## src/rtl/rfc_pkg.sv

```systemverilog
// Shared types and constants of the rotation floor calibrator.
// No dependencies.
package rfc_pkg;

  localparam int CFG_IDX_W  = 2;
  localparam int CFG_DATA_W = 12;

  // configuration register indexes
  localparam logic [CFG_IDX_W-1:0] CFG_ROT_TOL   = 2'd0;
  localparam logic [CFG_IDX_W-1:0] CFG_FLOOR_TOL = 2'd1;
  localparam logic [CFG_IDX_W-1:0] CFG_CONFIRM   = 2'd2;
  localparam logic [CFG_IDX_W-1:0] CFG_ROTATIONS = 2'd3;

  typedef enum logic [1:0] {
    CMD_SAMPLE = 2'd0,
    CMD_START  = 2'd1,
    CMD_STOP   = 2'd2
  } cmd_e;

  typedef struct packed {
    logic [11:0] rot_tol;
    logic [11:0] floor_tol;
    logic [7:0]  confirm;
    logic [3:0]  needed;
  } cfg_t;

  typedef struct packed {
    logic       complete;
    logic       floor_valid;
    logic       at_floor;
    logic [3:0] rounds;
    logic       calibrating;
    logic [1:0] phase;
  } flags_t;

endpackage

```

## src/rtl/rfc_if.sv

```systemverilog
// Channel interfaces of the rotation floor calibrator: input words,
// result words and configuration writes. Uses rfc_pkg.
interface rfc_in_if #(parameter int DIST_WIDTH = 16);
  logic                         valid;
  logic                         ready;
  logic [1:0]                   command;
  logic signed [DIST_WIDTH-1:0] distance;

  modport source (output valid, command, distance, input ready);
  modport sink   (input valid, command, distance, output ready);
endinterface

interface rfc_out_if #(parameter int DIST_WIDTH = 16);
  logic                  valid;
  logic                  ready;
  logic                  complete;
  logic [DIST_WIDTH-2:0] floor_level_out;
  logic                  floor_valid_out;
  logic                  at_floor;
  logic [3:0]            rounds_done;
  logic                  calibrating;
  logic [1:0]            phase_out;

  modport source (output valid, complete, floor_level_out, floor_valid_out, at_floor,
                  rounds_done, calibrating, phase_out, input ready);
  modport sink   (input valid, complete, floor_level_out, floor_valid_out, at_floor,
                  rounds_done, calibrating, phase_out, output ready);
endinterface

interface rfc_cfg_if;
  logic                           valid;
  logic                           ready;
  logic [rfc_pkg::CFG_IDX_W-1:0]  index;
  logic [rfc_pkg::CFG_DATA_W-1:0] data;

  modport source (output valid, index, data, input ready);
  modport sink   (input valid, index, data, output ready);
endinterface

```

## src/rtl/rfc_core.sv

```systemverilog
// Calibration state and per-word update: running minimum, valley/peak
// rotation detector, floor latch and at-floor test. Uses rfc_pkg.
module rfc_core #(
  parameter int DIST_WIDTH = 16
) (
  input  logic                         clk_i,
  input  logic                         rst_ni,
  input  logic                         fire_i,
  input  logic [1:0]                   cmd_i,
  input  logic signed [DIST_WIDTH-1:0] dist_i,
  input  rfc_pkg::cfg_t                cfg_i,
  output logic [DIST_WIDTH-2:0]        floor_lvl_o,
  output rfc_pkg::flags_t              flags_o
);

  localparam int VW = DIST_WIDTH - 1;
  // sum width for value plus a 12-bit tolerance
  localparam int SW = ((VW > 12) ? VW : 12) + 1;

  typedef enum logic [1:0] {
    PH_INIT   = 2'd0,
    PH_VALLEY = 2'd1,
    PH_PEAK   = 2'd2,
    PH_DONE   = 2'd3
  } phase_e;

  function automatic logic [7:0] sat_inc(input logic [7:0] c);
    return (c == 8'hFF) ? c : c + 8'd1;
  endfunction

  logic          running_q, running_d;
  phase_e        phase_q, phase_d;
  logic [VW-1:0] omin_q, omin_d;
  logic [VW-1:0] valley_q, valley_d;
  logic [VW-1:0] peak_q, peak_d;
  logic [7:0]    vhold_q, vhold_d;
  logic [7:0]    phold_q, phold_d;
  logic [3:0]    rot_q, rot_d;
  logic [VW-1:0] floor_q, floor_d;
  logic          floor_ok_q, floor_ok_d;

  logic          d_ok;
  logic [VW-1:0] d;
  logic [VW-1:0] omin_min;
  logic [SW-1:0] d_ext, rtol_ext, ftol_ext;
  logic          near_valley, near_peak;
  logic [3:0]    rot_inc;
  logic          done;
  logic          at;

  assign d_ok     = !dist_i[DIST_WIDTH-1];
  assign d        = dist_i[VW-1:0];
  assign omin_min = (d < omin_q) ? d : omin_q;
  assign d_ext    = SW'(d);
  assign rtol_ext = SW'(cfg_i.rot_tol);
  assign ftol_ext = SW'(cfg_i.floor_tol);
  // peak band tested as d + tol >= peak so nothing goes negative
  assign near_valley = d_ext <= SW'(valley_q) + rtol_ext;
  assign near_peak   = d_ext + rtol_ext >= SW'(peak_q);
  assign rot_inc     = (rot_q != 4'hF) ? rot_q + 4'd1 : rot_q;

  always_comb begin
    running_d  = running_q;
    phase_d    = phase_q;
    omin_d     = omin_q;
    valley_d   = valley_q;
    peak_d     = peak_q;
    vhold_d    = vhold_q;
    phold_d    = phold_q;
    rot_d      = rot_q;
    floor_d    = floor_q;
    floor_ok_d = floor_ok_q;
    done       = 1'b0;
    if (fire_i) begin
      unique case (cmd_i)
        rfc_pkg::CMD_SAMPLE: begin
          if (running_q && d_ok) begin
            omin_d = omin_min;
            unique case (phase_q)
              PH_VALLEY: begin
                if (near_valley) begin
                  if (d < valley_q) begin
                    valley_d = d;
                    vhold_d  = 8'd0;
                  end else begin
                    vhold_d = sat_inc(vhold_q);
                  end
                end else if (vhold_q >= cfg_i.confirm) begin
                  phase_d = PH_PEAK;
                  peak_d  = d;
                  phold_d = 8'd0;
                end
              end
              PH_PEAK: begin
                if (near_peak) begin
                  if (d > peak_q) begin
                    peak_d  = d;
                    phold_d = 8'd0;
                  end else begin
                    phold_d = sat_inc(phold_q);
                  end
                end else if (phold_q >= cfg_i.confirm) begin
                  phase_d = PH_DONE;
                end
              end
              PH_DONE: begin
                if (near_valley) begin
                  rot_d    = rot_inc;
                  phase_d  = PH_VALLEY;
                  valley_d = d;
                  vhold_d  = 8'd0;
                  if (rot_inc >= cfg_i.needed) begin
                    floor_d    = omin_min;
                    floor_ok_d = 1'b1;
                    running_d  = 1'b0;
                    done       = 1'b1;
                  end
                end
              end
              default: begin
                phase_d  = PH_VALLEY;
                valley_d = d;
              end
            endcase
          end
        end
        rfc_pkg::CMD_START: begin
          if (d_ok) begin
            running_d = 1'b1;
            rot_d     = 4'd0;
            omin_d    = d;
            phase_d   = PH_VALLEY;
            valley_d  = d;
            peak_d    = d;
            vhold_d   = 8'd0;
            phold_d   = 8'd0;
          end
        end
        rfc_pkg::CMD_STOP: begin
          running_d = 1'b0;
          rot_d     = 4'd0;
          phase_d   = PH_INIT;
        end
        default: ;
      endcase
    end
  end

  assign at = floor_ok_d && d_ok && (d_ext <= SW'(floor_d) + ftol_ext)
              && (SW'(floor_d) <= d_ext + ftol_ext);

  assign floor_lvl_o         = floor_ok_d ? floor_d : '0;
  assign flags_o.complete    = done;
  assign flags_o.floor_valid = floor_ok_d;
  assign flags_o.at_floor    = at;
  assign flags_o.rounds      = rot_d;
  assign flags_o.calibrating = running_d;
  assign flags_o.phase       = phase_d;

  always_ff @(posedge clk_i or negedge rst_ni) begin
    if (!rst_ni) begin
      running_q  <= 1'b0;
      phase_q    <= PH_INIT;
      omin_q     <= {VW{1'b1}};
      valley_q   <= '0;
      peak_q     <= '0;
      vhold_q    <= 8'd0;
      phold_q    <= 8'd0;
      rot_q      <= 4'd0;
      floor_q    <= '0;
      floor_ok_q <= 1'b0;
    end else begin
      running_q  <= running_d;
      phase_q    <= phase_d;
      omin_q     <= omin_d;
      valley_q   <= valley_d;
      peak_q     <= peak_d;
      vhold_q    <= vhold_d;
      phold_q    <= phold_d;
      rot_q      <= rot_d;
      floor_q    <= floor_d;
      floor_ok_q <= floor_ok_d;
    end
  end

endmodule

```

## src/rtl/rotation_floor_calibrator.sv

```systemverilog
// Rotation floor calibrator top level: channel registers, configuration
// registers and the calibration core. Uses rfc_pkg, rfc_if.sv, rfc_core.
//
// Use: in_i takes one word per cycle (command, distance). A start command
// opens a run, samples drive the valley/peak detector, a stop command ends
// the run. Each input word gives exactly one result word on out_o, showing
// the state after that word: completion flag, latched floor, at-floor test,
// rotations counted, run status and detector phase.
// From input acceptance to the result word there is one input register, then
// the state update and result register. Throughput is one word per cycle
// while out_o does not stall, bounded by the state update in the core.
// When out_o stalls, the result register holds and the input register still
// takes one more word; in_i.ready drops once both are full.
// cfg_i writes one of four registers (index 0..3) in any cycle; ready is
// always high. Writes are meant for when no word is in flight.
// Reset empties both registers, restores default configuration and leaves
// the floor invalid.
module rotation_floor_calibrator #(
  parameter int DIST_WIDTH = 16
) (
  input  logic      clk_i,
  input  logic      rst_ni,
  rfc_in_if.sink    in_i,
  rfc_out_if.source out_o,
  rfc_cfg_if.sink   cfg_i
);

  logic                         in_vld_q;
  logic [1:0]                   cmd_q;
  logic signed [DIST_WIDTH-1:0] dist_q;
  logic                         out_vld_q;
  logic [DIST_WIDTH-2:0]        floor_lvl_q;
  rfc_pkg::flags_t              flags_q;
  rfc_pkg::cfg_t                cfg_q;

  logic                         advance;
  logic                         in_take;
  logic [DIST_WIDTH-2:0]        floor_lvl;
  rfc_pkg::flags_t              flags;

  assign advance    = in_vld_q && (!out_vld_q || out_o.ready);
  assign in_i.ready = !in_vld_q || advance;
  assign in_take    = in_i.valid && in_i.ready;
  assign cfg_i.ready = 1'b1;

  rfc_core #(
    .DIST_WIDTH (DIST_WIDTH)
  ) u_core (
    .clk_i       (clk_i),
    .rst_ni      (rst_ni),
    .fire_i      (advance),
    .cmd_i       (cmd_q),
    .dist_i      (dist_q),
    .cfg_i       (cfg_q),
    .floor_lvl_o (floor_lvl),
    .flags_o     (flags)
  );

  always_ff @(posedge clk_i or negedge rst_ni) begin
    if (!rst_ni) begin
      in_vld_q  <= 1'b0;
      out_vld_q <= 1'b0;
    end else begin
      if (in_i.ready) begin
        in_vld_q <= in_i.valid;
      end
      if (advance) begin
        out_vld_q <= 1'b1;
      end else if (out_o.ready) begin
        out_vld_q <= 1'b0;
      end
    end
  end

  always_ff @(posedge clk_i) begin
    if (in_take) begin
      cmd_q  <= in_i.command;
      dist_q <= in_i.distance;
    end
    if (advance) begin
      floor_lvl_q <= floor_lvl;
      flags_q     <= flags;
    end
  end

  always_ff @(posedge clk_i or negedge rst_ni) begin
    if (!rst_ni) begin
      cfg_q.rot_tol   <= 12'd50;
      cfg_q.floor_tol <= 12'd20;
      cfg_q.confirm   <= 8'd3;
      cfg_q.needed    <= 4'd2;
    end else if (cfg_i.valid) begin
      unique case (cfg_i.index)
        rfc_pkg::CFG_ROT_TOL:   cfg_q.rot_tol   <= cfg_i.data;
        rfc_pkg::CFG_FLOOR_TOL: cfg_q.floor_tol <= cfg_i.data;
        rfc_pkg::CFG_CONFIRM:   cfg_q.confirm   <= cfg_i.data[7:0];
        rfc_pkg::CFG_ROTATIONS: cfg_q.needed    <= cfg_i.data[3:0];
        default: ;
      endcase
    end
  end

  assign out_o.valid           = out_vld_q;
  assign out_o.complete        = flags_q.complete;
  assign out_o.floor_level_out = floor_lvl_q;
  assign out_o.floor_valid_out = flags_q.floor_valid;
  assign out_o.at_floor        = flags_q.at_floor;
  assign out_o.rounds_done     = flags_q.rounds;
  assign out_o.calibrating     = flags_q.calibrating;
  assign out_o.phase_out       = flags_q.phase;

endmodule

```

## src/flat_wrapper.sv

```systemverilog
// flat-port wrapper written by rule: the top's interface ports become plain ports
module rotation_floor_calibrator_flat 
#(
  parameter int DIST_WIDTH = 16
)
  (clk_i, rst_ni, in_i_valid, in_i_command, in_i_distance, in_i_ready, out_o_valid, out_o_complete, out_o_floor_level_out, out_o_floor_valid_out, out_o_at_floor, out_o_rounds_done, out_o_calibrating, out_o_phase_out, out_o_ready, cfg_i_valid, cfg_i_index, cfg_i_data, cfg_i_ready);
  rfc_in_if #(.DIST_WIDTH(DIST_WIDTH)) in_i_i ();
  rfc_out_if #(.DIST_WIDTH(DIST_WIDTH)) out_o_i ();
  rfc_cfg_if cfg_i_i ();
  input  logic clk_i;
  input  logic rst_ni;
  input wire logic [$bits(in_i_i.valid)-1:0] in_i_valid;
  input wire logic [$bits(in_i_i.command)-1:0] in_i_command;
  input wire logic [$bits(in_i_i.distance)-1:0] in_i_distance;
  output wire logic [$bits(in_i_i.ready)-1:0] in_i_ready;
  output wire logic [$bits(out_o_i.valid)-1:0] out_o_valid;
  output wire logic [$bits(out_o_i.complete)-1:0] out_o_complete;
  output wire logic [$bits(out_o_i.floor_level_out)-1:0] out_o_floor_level_out;
  output wire logic [$bits(out_o_i.floor_valid_out)-1:0] out_o_floor_valid_out;
  output wire logic [$bits(out_o_i.at_floor)-1:0] out_o_at_floor;
  output wire logic [$bits(out_o_i.rounds_done)-1:0] out_o_rounds_done;
  output wire logic [$bits(out_o_i.calibrating)-1:0] out_o_calibrating;
  output wire logic [$bits(out_o_i.phase_out)-1:0] out_o_phase_out;
  input wire logic [$bits(out_o_i.ready)-1:0] out_o_ready;
  input wire logic [$bits(cfg_i_i.valid)-1:0] cfg_i_valid;
  input wire logic [$bits(cfg_i_i.index)-1:0] cfg_i_index;
  input wire logic [$bits(cfg_i_i.data)-1:0] cfg_i_data;
  output wire logic [$bits(cfg_i_i.ready)-1:0] cfg_i_ready;
  assign in_i_i.valid = in_i_valid;
  assign in_i_i.command = in_i_command;
  assign in_i_i.distance = in_i_distance;
  assign in_i_ready = in_i_i.ready;
  assign out_o_valid = out_o_i.valid;
  assign out_o_complete = out_o_i.complete;
  assign out_o_floor_level_out = out_o_i.floor_level_out;
  assign out_o_floor_valid_out = out_o_i.floor_valid_out;
  assign out_o_at_floor = out_o_i.at_floor;
  assign out_o_rounds_done = out_o_i.rounds_done;
  assign out_o_calibrating = out_o_i.calibrating;
  assign out_o_phase_out = out_o_i.phase_out;
  assign out_o_i.ready = out_o_ready;
  assign cfg_i_i.valid = cfg_i_valid;
  assign cfg_i_i.index = cfg_i_index;
  assign cfg_i_i.data = cfg_i_data;
  assign cfg_i_ready = cfg_i_i.ready;
  rotation_floor_calibrator #(.DIST_WIDTH(DIST_WIDTH)) u_core (.clk_i(clk_i), .rst_ni(rst_ni), .in_i(in_i_i), .out_o(out_o_i), .cfg_i(cfg_i_i));
endmodule
```

## config.mk

```make
export PLATFORM = sky130hd
export DESIGN_NAME = rotation_floor_calibrator_flat
export DESIGN_NICKNAME = d
export VERILOG_FILES = /design/src/rtl/rfc_pkg.sv /design/src/rtl/rfc_if.sv /design/src/rtl/rfc_core.sv /design/src/rtl/rotation_floor_calibrator.sv /design/src/flat_wrapper.sv
export SDC_FILE = /design/constraint.sdc
export NUM_CORES = 1
export LEC_CHECK = 0
export ABC_AREA = 1
export BUFFER_PORTS_ARGS = -buffer_cell sky130_fd_sc_hd__clkbuf_2
export CORE_ASPECT_RATIO = 1.4
export CORE_MARGIN = 2
export CORE_UTILIZATION = 45
export DETAILED_ROUTE_END_ITERATION = 7
export PLACE_DENSITY_LB_ADDON = 0.05
export SLEW_MARGIN = 0
export SYNTH_ARGS = -nofsm -noshare
export SYNTH_HDL_FRONTEND = slang
export SYNTH_SLANG_ARGS = --single-unit
export TNS_END_PERCENT = 100
```

## constraint.sdc

```tcl
create_clock -name clk_i -period 6.5 [get_ports clk_i]
set_clock_uncertainty 0.15 [all_clocks]
set_input_delay 1.3 -clock clk_i [delete_from_list [all_inputs] [get_ports clk_i]]
set_output_delay 1.3 -clock clk_i [all_outputs]
set_load 0.02 [all_outputs]
```

### Word level (Yosys, flattened, before mapping)

Cells that the tools add are included.

| operators by class | value |
|---|---|
| $add $sub $neg | 7 |
| magnitude comparators | 10 |
| equal/unequal tests | 25 |
| mux-type cells | 72 |
| reduce and logical (&&, ||, !) cells | 25 |

Operator list:

| kind | number |
|---|---|
| 15-bit 2-to-1 mux | 18 |
| 15-bit one-hot mux with 2 select lines | 4 |
| 8-bit 2-to-1 mux | 12 |
| 15-bit by 12-bit adder with 16-bit output | 4 |
| 8-bit one-hot mux with 2 select lines | 4 |
| 15-bit by 16-bit less-or-equal comparator with 1-bit output | 3 |
| 15-bit one-hot mux with 3 select lines | 1 |
| 15-bit less-than comparator | 2 |
| 4-bit 2-to-1 mux | 6 |
| 3-bit inequality test, second input constant | 7 |
| 9-bit AND reduction | 2 |
| 8-bit by 1-bit adder with 8-bit output, second input constant | 2 |
| 8-bit == test, second input constant | 2 |
| 16-bit by 15-bit >= comparator with 1-bit output | 1 |
| 8-bit >= comparator | 2 |
| 2-bit 2-to-1 mux | 8 |
| 8-bit AND reduction | 2 |
| 15-bit > comparator | 1 |
| 1-bit 2-to-1 mux | 15 |
| 4-bit inequality test, second input constant | 3 |
| 2-bit one-hot mux with 3 select lines | 2 |
| 4-bit one-hot mux with 3 select lines | 1 |
| 2-bit == test, second input constant | 5 |
| 2-bit AND reduction | 4 |
| 13 further kinds | 28 |

| storage, ports and cells | value |
|---|---|
| bits in registers | 165 |
| output and inout port bits | 28 |
| logic and storage cells | 164 |

### Logic depth before layout (Yosys ltp)

| logic depth | value |
|---|---|
| word-level depth | 13 |
| depth in mapped cells | 47 |
| mapped depth without buffers | 46 |

### Hierarchy

Synthesis repeated with hierarchy kept, for this count alone.

| second synthesis, totals | value |
|---|---|
| cell total of the unflattened synthesis | 1515 |
| area total of the unflattened synthesis | 12478.2 µm² |

Modules (own cells, without submodules):

| module | instances | cells an instance | area an instance (µm²) | seq. area each (µm²) |
|---|---|---|---|---|
| rfc_core | 1 | 1296 | 9577.9 | 2120.8 |
| rotation_floor_calibrator | 1 | 219 | 2900.3 | 2252.2 |

### Least setup slack after synthesis

No wires, ideal clock.

| path | value |
|---|---|
| path kind | reg2reg |
| from | reg u_core.cfg_q[24] (netlist bit) |
| to | reg u_core.flags_q, in the netlist u_core.out_o.at_floor (data pin) |
| setup time | 0.146 ns |
| arrival time | 5.898 ns |
| data required time | 6.204 ns |
| setup slack | 0.306 ns |
| cell stages (with the launch flop) | 42 |
| path buffers | 1 |
| clock period less this slack | 6.194 ns |
| cell sequence | dfrtp_1 ha_1 inv_1 fa_1 o21ai_1 a21oi_1 o21ai_2 a21boi_1 o21ai_0 a21oi_1 o21ai_1 xor2_1 ha_1 nand2_1 nor3_1 a21oi_1 nand3_4 nand2_4 (+6 left out) ha_1 a21oi_1 o21ai_0 a21oi_1 o21ai_0 a21oi_1 o21ai_0 a21oi_1 nor2_1 xor2_1 ha_1 nand2_1 inv_1 o21ai_0 nand2_1 a21oi_1 nor2_1 a21oi_1 |

RTL lines:

| element | RTL line | text |
|---|---|---|
| start, declared | rotation_floor_calibrator.sv:34 | `rfc_pkg::cfg_t cfg_q;` |
| end signal, assigned | rotation_floor_calibrator.sv:82 | `flags_q <= flags;` |
| end, declared | rotation_floor_calibrator.sv:33 | `rfc_pkg::flags_t flags_q;` |

==> flow_summary.toml <==
[synth]
synth_edf_count = 43
ys_types = 53
async_flop_share_pct = 73.94
synthXorXnorAreaFrac_pct = 4.415
synthFlopType = "dfrtp_1"
syn_nets = 1709
synthSimpleGateAreaFrac_pct = 17.95
synth-seq-cells = 165
avgSynthCellArea_sq_um = 8.238
synth_compound_area_share_pct = 15.45
ys_seq_area_share_pct = 35.55
synthesis.area_sq_um = 12300
synthAdderAreaFrac_pct = 18.45
yosys_warnings = 0
synth_mux_area_share_pct = 0
syn_inst = 1493
synth_top_family_by_area = "adder cells"

[die]
die_w_um = 143.7
start_util_pct = 45.69
num_rows = 71
die_h_um = 199.6
die_area_sq_um = 28690
num_io_pins = 65
core_sq_um = 26920

[drt]
drt-initial-drc-count = 460
dr.pass1.iters = 5
wl_per_cell_um = 18.18
vias_per_cell = 5.300
ant_nets = 0
routed_wl_mm = 36.29
num_vias = 10580
drc_errors = 0

[grt]
grt_overflow_total = 0
grt_max_degree = 69
antenna_found_initial = 0
grt_use_total_pct = 26.33
grt_pass1_vias = 10550
grt_pass1_wl_mm = 56.81

[clocking]
cts_tree = "done"
cts_root_buffer = "clkbuf_16"
cts_sinks = 165
clock_latency_ps = 440
cts-htree-levels = 4
clockBufferDepth = 2
cts_made_buffers = 17
cts_hold_buffers = 0
cts.clk_slew.worst_paths_ps = 70

[pwr]
peakVddDrop_mv = 0.2240
p_total_mw = 5.079
power.leakage_nw = 7.082
power-per-cell-area_nw_per_um2 = 357.7

[placement]
dp_hpwl_mm = 28.63
dp_cells = 1960
gp_congestion = 0.9493
io_buffers = 63

[cells_and_area]
nFillCells = 2616
multi_input_area_sq_um = 7109
layout_common_cells = "nand2_1 (280), inv_1 (217), ha_1 (172), a21oi_1 (122), o21ai_0 (109)"
layout_commonest_cell = "nand2_1"
layout-drive-gt1-share_pct = 16.49
ff_latch_area_sq_um = 4373
area_growth_pct = 15.44
antenna_cells = 0
layout.nets = 1834
stdcell_count = 1996

[worst_setup_path]
max_stage_delay_ps = 540
critPathSlowestCell = "dfstp_2"
endpoint_kind = "flop"
cp_max_fo = 8
start_kind = "flop"
required_ps = 6540
cpMostUsedCell = "o21ai_2"
crit_arrival_ps = 6300
critPathKind = "reg -> reg"

[timing]
fin_crit_sh_pct = 96.19
fin_tns_setup_ps = 0
maxSlewViolCount = 0
max_freq_mhz = 159.9
finalSetupViolations = 0
slew-limit-headroom_pct = 23.42
hold_ws_ps = 321.1
hold_viol_final = 0
fin_crit_ps = 6253
rsz0062_at_grt = "yes"
tightest_slew_ps = 1145

[job]
cap_violations = 0

[worst_hold_path]
hp-class = "reg -> reg"

[status]
status = "complete, no violations"
## metrics by stage
step,instance area (sq um),util [%],worst slack [ps]
3_3_place_gp,13430,49.90,129.6
2_1_floorplan,12300,-,306.1
6_report,14200,52.75,247.3
4_1_cts,13970,51.91,28.04
5_1_grt,14200,52.75,-266.7
3_5_place_dp,13430,49.90,-85.28
## power by group
group	switching, mW	internal (mW)	leakage [nW]	total [mW]
Clock	0.463	0.505	0.263	0.968
Sequential	0.169	1.33	1.80	1.49
Combinational	1.58	1.04	5.02	2.62
Total	2.21	2.87	7.08	5.08
## worst paths after layout
check                      depth (start not counted)                startpoint  slack [ps]                        end
hold / removal                                     2  u_core.u_core.peak_q[12]         320   u_core.u_core.peak_q[12]
min in group asynchronous                          1                    rst_ni         750  u_core.u_core.floor_q[11]
max in group asynchronous                          2                    rst_ni        4240   u_core.u_core.phold_q[6]
setup reg to reg                                  38          u_core.cfg_q[25]         250      u_core.out_o.at_floor
setup / recovery                                  38          u_core.cfg_q[25]         250      u_core.out_o.at_floor
hold reg to reg                                    2  u_core.u_core.peak_q[12]         320   u_core.u_core.peak_q[12]
## logic make-up after synthesis
family | count (synthesis)
simple gates | 499
other cells | 1
buf+inv | 254
fa+ha+maj | 179
flops | 165
xor+xnor | 62
compound gates | 333
## critical path: cells and delay by family, from the launching register on
family | cells | cell delay (ps)
AOI/OAI and AO/OA | 15 | 1890
adders and majority gates | 5 | 1500
buffers and inverters | 4 | 360
DFF | 1 | 540
xor gates and xnor gates | 2 | 230
and+or+nand+nor | 12 | 1300
## cells in the mapped netlist, drive strengths merged, types with 6 or more instances
cell	number	area, sq um
edfxtp	43	1291
o211ai	16	120.1
a21o	6	45.04
nor2	91	356.6
nand4	46	317.8
a31oi	6	37.54
o21bai	7	52.55
xor2	45	394.1
o21ai	124	628.1
nand2	289	1100
inv	225	844.6
a211oi	13	147.6
nor3	17	106.4
nand3	47	265.3
xnor2	17	148.9
ha	175	2190
dfrtp	99	2477
buf	18	115.1
clkbuf	11	42.54
a21oi	141	705.7
dfstp	23	604.3
## metal layers
metal  vias up  wire, um  track usage [%]
met2       162     18900            47.85
met5         -         0                0
li1       5306         -                -
met1      5052     15080            30.98
met4         0      1402            10.97
met3        58       902            3.379
## registers in the layout (all words and copies together) (netlist names), 2 cells and up
name and count:
u_core.u_core.phase_q 2, u_core.out_o.floor_level_out 15, u_core.out_o.phase_out 2, u_core.u_core.vhold_q 8, u_core.u_core.valley_q 15, u_core.dist_q 16
u_core.out_o.rounds_done 4, u_core.cmd_q 2, u_core.u_core.phold_q 8, u_core.u_core.floor_q 15, u_core.cfg_q 36, u_core.u_core.omin_q 15
u_core.u_core.rot_q 4, u_core.u_core.peak_q 15
## repair_timing
item                                    4_1_cts  5_1_grt
cloned                                        0        0
gates resized for setup                       3       54
pin swaps                                     0       36
buffers inserted                              0        4
endpoints found under the setup margin        1        1
## final cells by class
cell class / instances / area share [%]
Clock inverter: 12 / 0.6697
Inverter: 225 / 5.948
Timing Repair Buffer: 135 / 6.151
Multi-Input combinational cell: 1074 / 50.07
Clock buffer: 20 / 3.146
Tap cell: 365 / 3.216
Sequential cell: 165 / 30.80
Note: power is estimated with default switching activity, not from simulation.
